===== config.mk =====
export PLATFORM = sky130hd
export DESIGN_NAME = avrm_div
export DESIGN_NICKNAME = d
export VERILOG_FILES = /design/src/rtl/core/avrm_pkg.sv /design/src/rtl/core/avrm_div.sv
export SDC_FILE = /design/constraint.sdc
export NUM_CORES = 1
export LEC_CHECK = 0
export BUFFER_PORTS_ARGS = -buffer_cell sky130_fd_sc_hd__buf_2
export CAP_MARGIN = 20
export CORE_MARGIN = 2
export CORE_UTILIZATION = 38
export CTS_CLUSTER_DIAMETER = 80
export CTS_CLUSTER_SIZE = 20
export DETAILED_ROUTE_END_ITERATION = 12
export PLACE_DENSITY = 0.58
export SETUP_SLACK_MARGIN = 0.3
export SYNTH_ARGS = -nofsm -noshare
export SYNTH_HDL_FRONTEND = slang
export SYNTH_SLANG_ARGS = --single-unit

===== constraint.sdc =====
create_clock -name clk -period 6.15 [get_ports clk]
set_input_delay 1.23 -clock clk [delete_from_list [all_inputs] [get_ports clk]]
set_output_delay 1.23 -clock clk [all_outputs]
set_load 0.1 [all_outputs]

===== src/rtl/core/avrm_pkg.sv =====
package avrm_pkg;

	localparam int NUM_CELLS_DEF   = 512;
	localparam int NUM_ACTIONS_DEF = 8;

	localparam int CELL_W   = 9;
	localparam int ACT_W    = 3;
	localparam int STEP_W   = 16;
	localparam int VAL_W    = 32;
	localparam int VIS_W    = 16;
	localparam int DISC_W   = 17;
	localparam int POW_BITS = 16;

	localparam int PROD_R_W = 50;
	localparam int PROD_C_W = 49;
	localparam int G_W      = 50;
	localparam int VM_W     = 49;
	localparam int NUM_W    = 52;
	localparam int MAG_W    = 51;
	localparam int DEN_W    = 18;

	localparam logic [DISC_W-1:0] Q_ONE = 17'd65536;

	typedef logic [CELL_W-1:0] cell_t;
	typedef logic [ACT_W-1:0]  act_t;
	typedef logic [STEP_W-1:0] step_t;
	typedef logic [VAL_W-1:0]  val_t;
	typedef logic [VIS_W-1:0]  vis_t;

	typedef enum logic {
		OP_READ   = 1'b0,
		OP_UPDATE = 1'b1
	} op_t;

	typedef enum logic {
		REG_DISCOUNT = 1'b0,
		REG_COST     = 1'b1
	} reg_idx_t;

	typedef enum logic [3:0] {
		ST_CLEAR,
		ST_IDLE,
		ST_READ,
		ST_POW,
		ST_MUL1,
		ST_MUL2,
		ST_MUL3,
		ST_DIV,
		ST_DONE
	} state_t;

endpackage


===== src/rtl/core/avrm_div.sv =====
// Restoring divider, one quotient bit per cycle, floor semantics on a signed numerator.
module avrm_div
	import avrm_pkg::*;
(
	input  logic                    clk,
	input  logic                    arst_n,
	input  logic                    start,
	input  logic [NUM_W-1:0]        num,
	input  logic [DEN_W-2:0]        d,
	output logic                    done,
	output logic signed [NUM_W-1:0] quo
);

	localparam int CNT_W = $clog2(MAG_W);
	localparam logic [CNT_W-1:0] LAST = CNT_W'(MAG_W - 1);

	logic             busy_q;
	logic             done_q;
	logic [CNT_W-1:0] cnt_q;
	logic             neg_q;
	logic [MAG_W-1:0] quo_q;
	logic [DEN_W:0]   rem_q;
	logic [DEN_W-1:0] den_q;

	logic [DEN_W:0]   rem_sh;
	logic             qbit;

	assign rem_sh = {rem_q[DEN_W-1:0], quo_q[MAG_W-1]};
	assign qbit   = (rem_sh >= {1'b0, den_q});

	always_ff @(posedge clk or negedge arst_n) begin
		if (!arst_n) begin
			busy_q <= 1'b0;
			done_q <= 1'b0;
			cnt_q  <= '0;
		end else begin
			done_q <= 1'b0;
			if (start) begin
				busy_q <= 1'b1;
				cnt_q  <= '0;
			end else if (busy_q) begin
				cnt_q <= cnt_q + 1'b1;
				if (cnt_q == LAST) begin
					busy_q <= 1'b0;
					done_q <= 1'b1;
				end
			end
		end
	end

	always_ff @(posedge clk) begin
		if (start) begin
			// floor for negatives: q = ~(~num / den)
			neg_q <= num[NUM_W-1];
			quo_q <= num[NUM_W-1] ? ~num[MAG_W-1:0] : num[MAG_W-1:0];
			rem_q <= '0;
			den_q <= {d, 1'b0};
		end else if (busy_q) begin
			rem_q <= qbit ? (rem_sh - {1'b0, den_q}) : rem_sh;
			quo_q <= {quo_q[MAG_W-2:0], qbit};
		end
	end

	assign done = done_q;
	assign quo  = neg_q ? ~$signed({1'b0, quo_q}) : $signed({1'b0, quo_q});

endmodule


==> out/qor.yml <==
sta:
  setup_violations: 0
  final_max_slew_viol_count: 0
  timing.setup.tns_ns: 0
  fmax_ghz: 0.304
  finalCritPeriodShare_pct: 53.4
  rsz0062_at_grt: "no"
  finalHoldViolCount: 0
  final.setup_skew_ns: 0.00769
  fin_ws_ns: 2.86
  worstMarginPinSlew_ns: 0.961
  slew_headroom_pct: 35.9
  period_needed_ns: 3.29
clocking:
  clkLatencyLatePin_ns: 0.34
  cts_tree: "done"
  clk_pin_slew_ns: 0.07
  htreeDepth: 3
  postCtsHoldBufs: 0
  clockRootBuffer: "clkbuf_16"
  cts_buffers: 9
  ctsLongestPathBuffers: 2
  clock-sinks: 95
  cts_setup_buffers: 0
  cts_resized: 0
floorplanning:
  start_util_pct: 39.3
  die_h_um: 127
  io_pins: 125
  rows: 44
  coreArea_um2: 14600
  die-area_um2: 16100
  die_x_um: 127
finish:
  regArea_um2: 2630
  drive_gt1_share_pct: 23.0
  antennaDiodeCount: 0
  area_growth_pct: 18.1
  multi_input_area_um2: 2860
  num-fill-cells: 1400
  final_cells: 874
  final_nets: 777
worst_setup_path:
  rr_startpoint: "den_q[16]"
  r2r-end: "rem_q[2]"
  worstPathMaxFanout: 52
  reg2reg_depth: 8
  crit_type: "register to output port"
  cp_data_required_time_ns: 4.92
  reg2reg_slack_ns: 3.19
  startpoint_type: "register"
  arrival_ns: 2.06
  cp-end-kind: "output port"
placement:
  gp_congestion: 0.819
  io_buffers: 124
  dp_hpwl_um: 8820
  dp.cells: 857
  dpl_worst_slack_ns: 2.95
grt:
  grt_pass1_wl_um: 20800
  track_usage_pct: 15.7
  grt-ovfl-total: 0
  grt_pass1_vias: 4222
  antenna_found_initial: 0
  grt_max_degree: 94
logic_synthesis:
  ys_async_sr_fraction_pct: 8.42
  synth-main-ff-cell: "edfxtp_1"
  synthesis.nets: 675
  syn_area_um2: 5750
  synth_top_cell_by_area: "edfxtp_1"
  syn_avg_cell_area_um2: 9.86
  synth-edff-count: 69
  postSynthCellCount: 583
  synth_area_leaders: "edfxtp_1 (36%), xor2_1 (9.1%), xnor2_1 (8.2%)"
  ys_seq_elements: 95
  ys_seq_area_share_pct: 45.8
  yosysMostFrequentCell: "nor2_1"
  synth_top_area_share_pct: 36.0
  synth_warnings: 0
  synth.cells.most_frequent: "nor2_1 (81), a21oi_1 (72), edfxtp_1 (69)"
  yosysUniqueCellTypes: 54
status:
  outcome: "finished, final reports clean"
route:
  first_pass_iters: 4
  wl_per_cell_um: 14.4
  drt_iter0_drc: 268
  ant_nets: 0
  wl_um: 12600
  drc: 0
  viasPerCell: 5.03
  vias: 4393
min_path:
  min_to: "rem_q[8]"
  hp-class: "register to register"
  min-delay-start: "rem_q[7]"
  hold_path_depth: 2
pwr:
  power_leakage_uw: 0.00279
  powerDensity_nw_per_um2: 325
  ir_worst_vdd_uv: 189
job:
  max_cap_viol_count: 0
## metal layers
layer | wire (µm) | part of all wire [%] | vias up | track usage (%)
met5 | 0 | 0 | - | 0
met4 | 190 | 1.5 | 0 | 5.11
met3 | 411 | 3.3 | 12 | 2.26
met2 | 5990 | 48 | 84 | 25.7
met1 | 5970 | 48 | 2056 | 21.6
li1 | - | - | 2241 | -
## cell families (layout without fill, tap and decap cells)
group           Yosys count  count (layout)  share of synthesized area (%)
flops                    95              95                           45.8
simple gates            157             157                           12.3
xor+xnor                114             114                           17.4
mux                       2               2                          0.370
compound gates          136             136                           15.2
buf+inv                  59             166                           4.44
fa+ha+maj                20              20                           4.48
## worst max-delay path, cell delays in order (launching register included)
cell and delay (ns):
edfxtp_1 0.32, buf_4 0.62, xor2_1 0.28, buf_2 0.47
## per-stage QoR
step                      total power [µW]  hold WS [ns]  area [µm²]  utilization, %
after floorplan                       1500         0.467        5750               -
after global placement                1630         0.489        6450            44.1
after detailed placement              1630         0.494        6450            44.1
after CTS                             2230         0.504        6770            46.2
after global routing                  2300         0.519        6790            46.4
final                                 2210         0.501        6790            46.4
## cells in the final DEF, fill, tap and decap left out, types with 6 or more instances in the layout
master	Yosys	routed
inv_1	21	20
buf_2	0	123
edfxtp_1	69	69
ha_1	19	19
nand2_1	34	34
o21ai_0	15	15
a311oi_1	10	10
nor2_1	81	81
a21o_1	6	6
nand2b_1	9	9
dfrtp_1	8	8
clkbuf_16	0	9
xor2_1	60	60
a21oi_1	72	72
dfxtp_1	18	18
xnor2_1	54	54
## layout make-up
cell class,instances,share of cell area [%]
Clock buffer,11,3.43
Clock inverter,5,1.22
Inverter,21,1.16
Multi-Input combinational cell,429,42.1
Sequential cell,95,38.8
Tap cell,184,3.39
Timing Repair Buffer,129,9.91
## state kept, by name (all words and copies together), names as in the netlist
| name | flops |
|---|---|
| busy_q | 1 |
| cnt_q | 6 |
| den_q | 17 |
| done | 1 |
| neg_q | 1 |
| quo_q | 51 |
| rem_q | 18 |
## where the power goes
group	total [µW]	switching [µW]	leakage, µW	internal (µW)
combinational	825	671	0.00170	154
sequential	791	37.1	0.000946	754
clock	594	238	0.000142	357
## worst max-delay path by stage
stage          slack, ns       end   from  cells after the start
5_1_grt             2.74   quo[49]  neg_q                      3
3_5_place_dp        2.95  rem_q[2]  start                      4
6_report            2.86   quo[49]  neg_q                      3
4_1_cts             2.86   quo[49]  neg_q                      3
3_3_place_gp        2.96  rem_q[2]  start                      4
2_1_floorplan       2.48    quo[0]  neg_q                      3
Note: power is estimated with default switching activity, not from simulation.
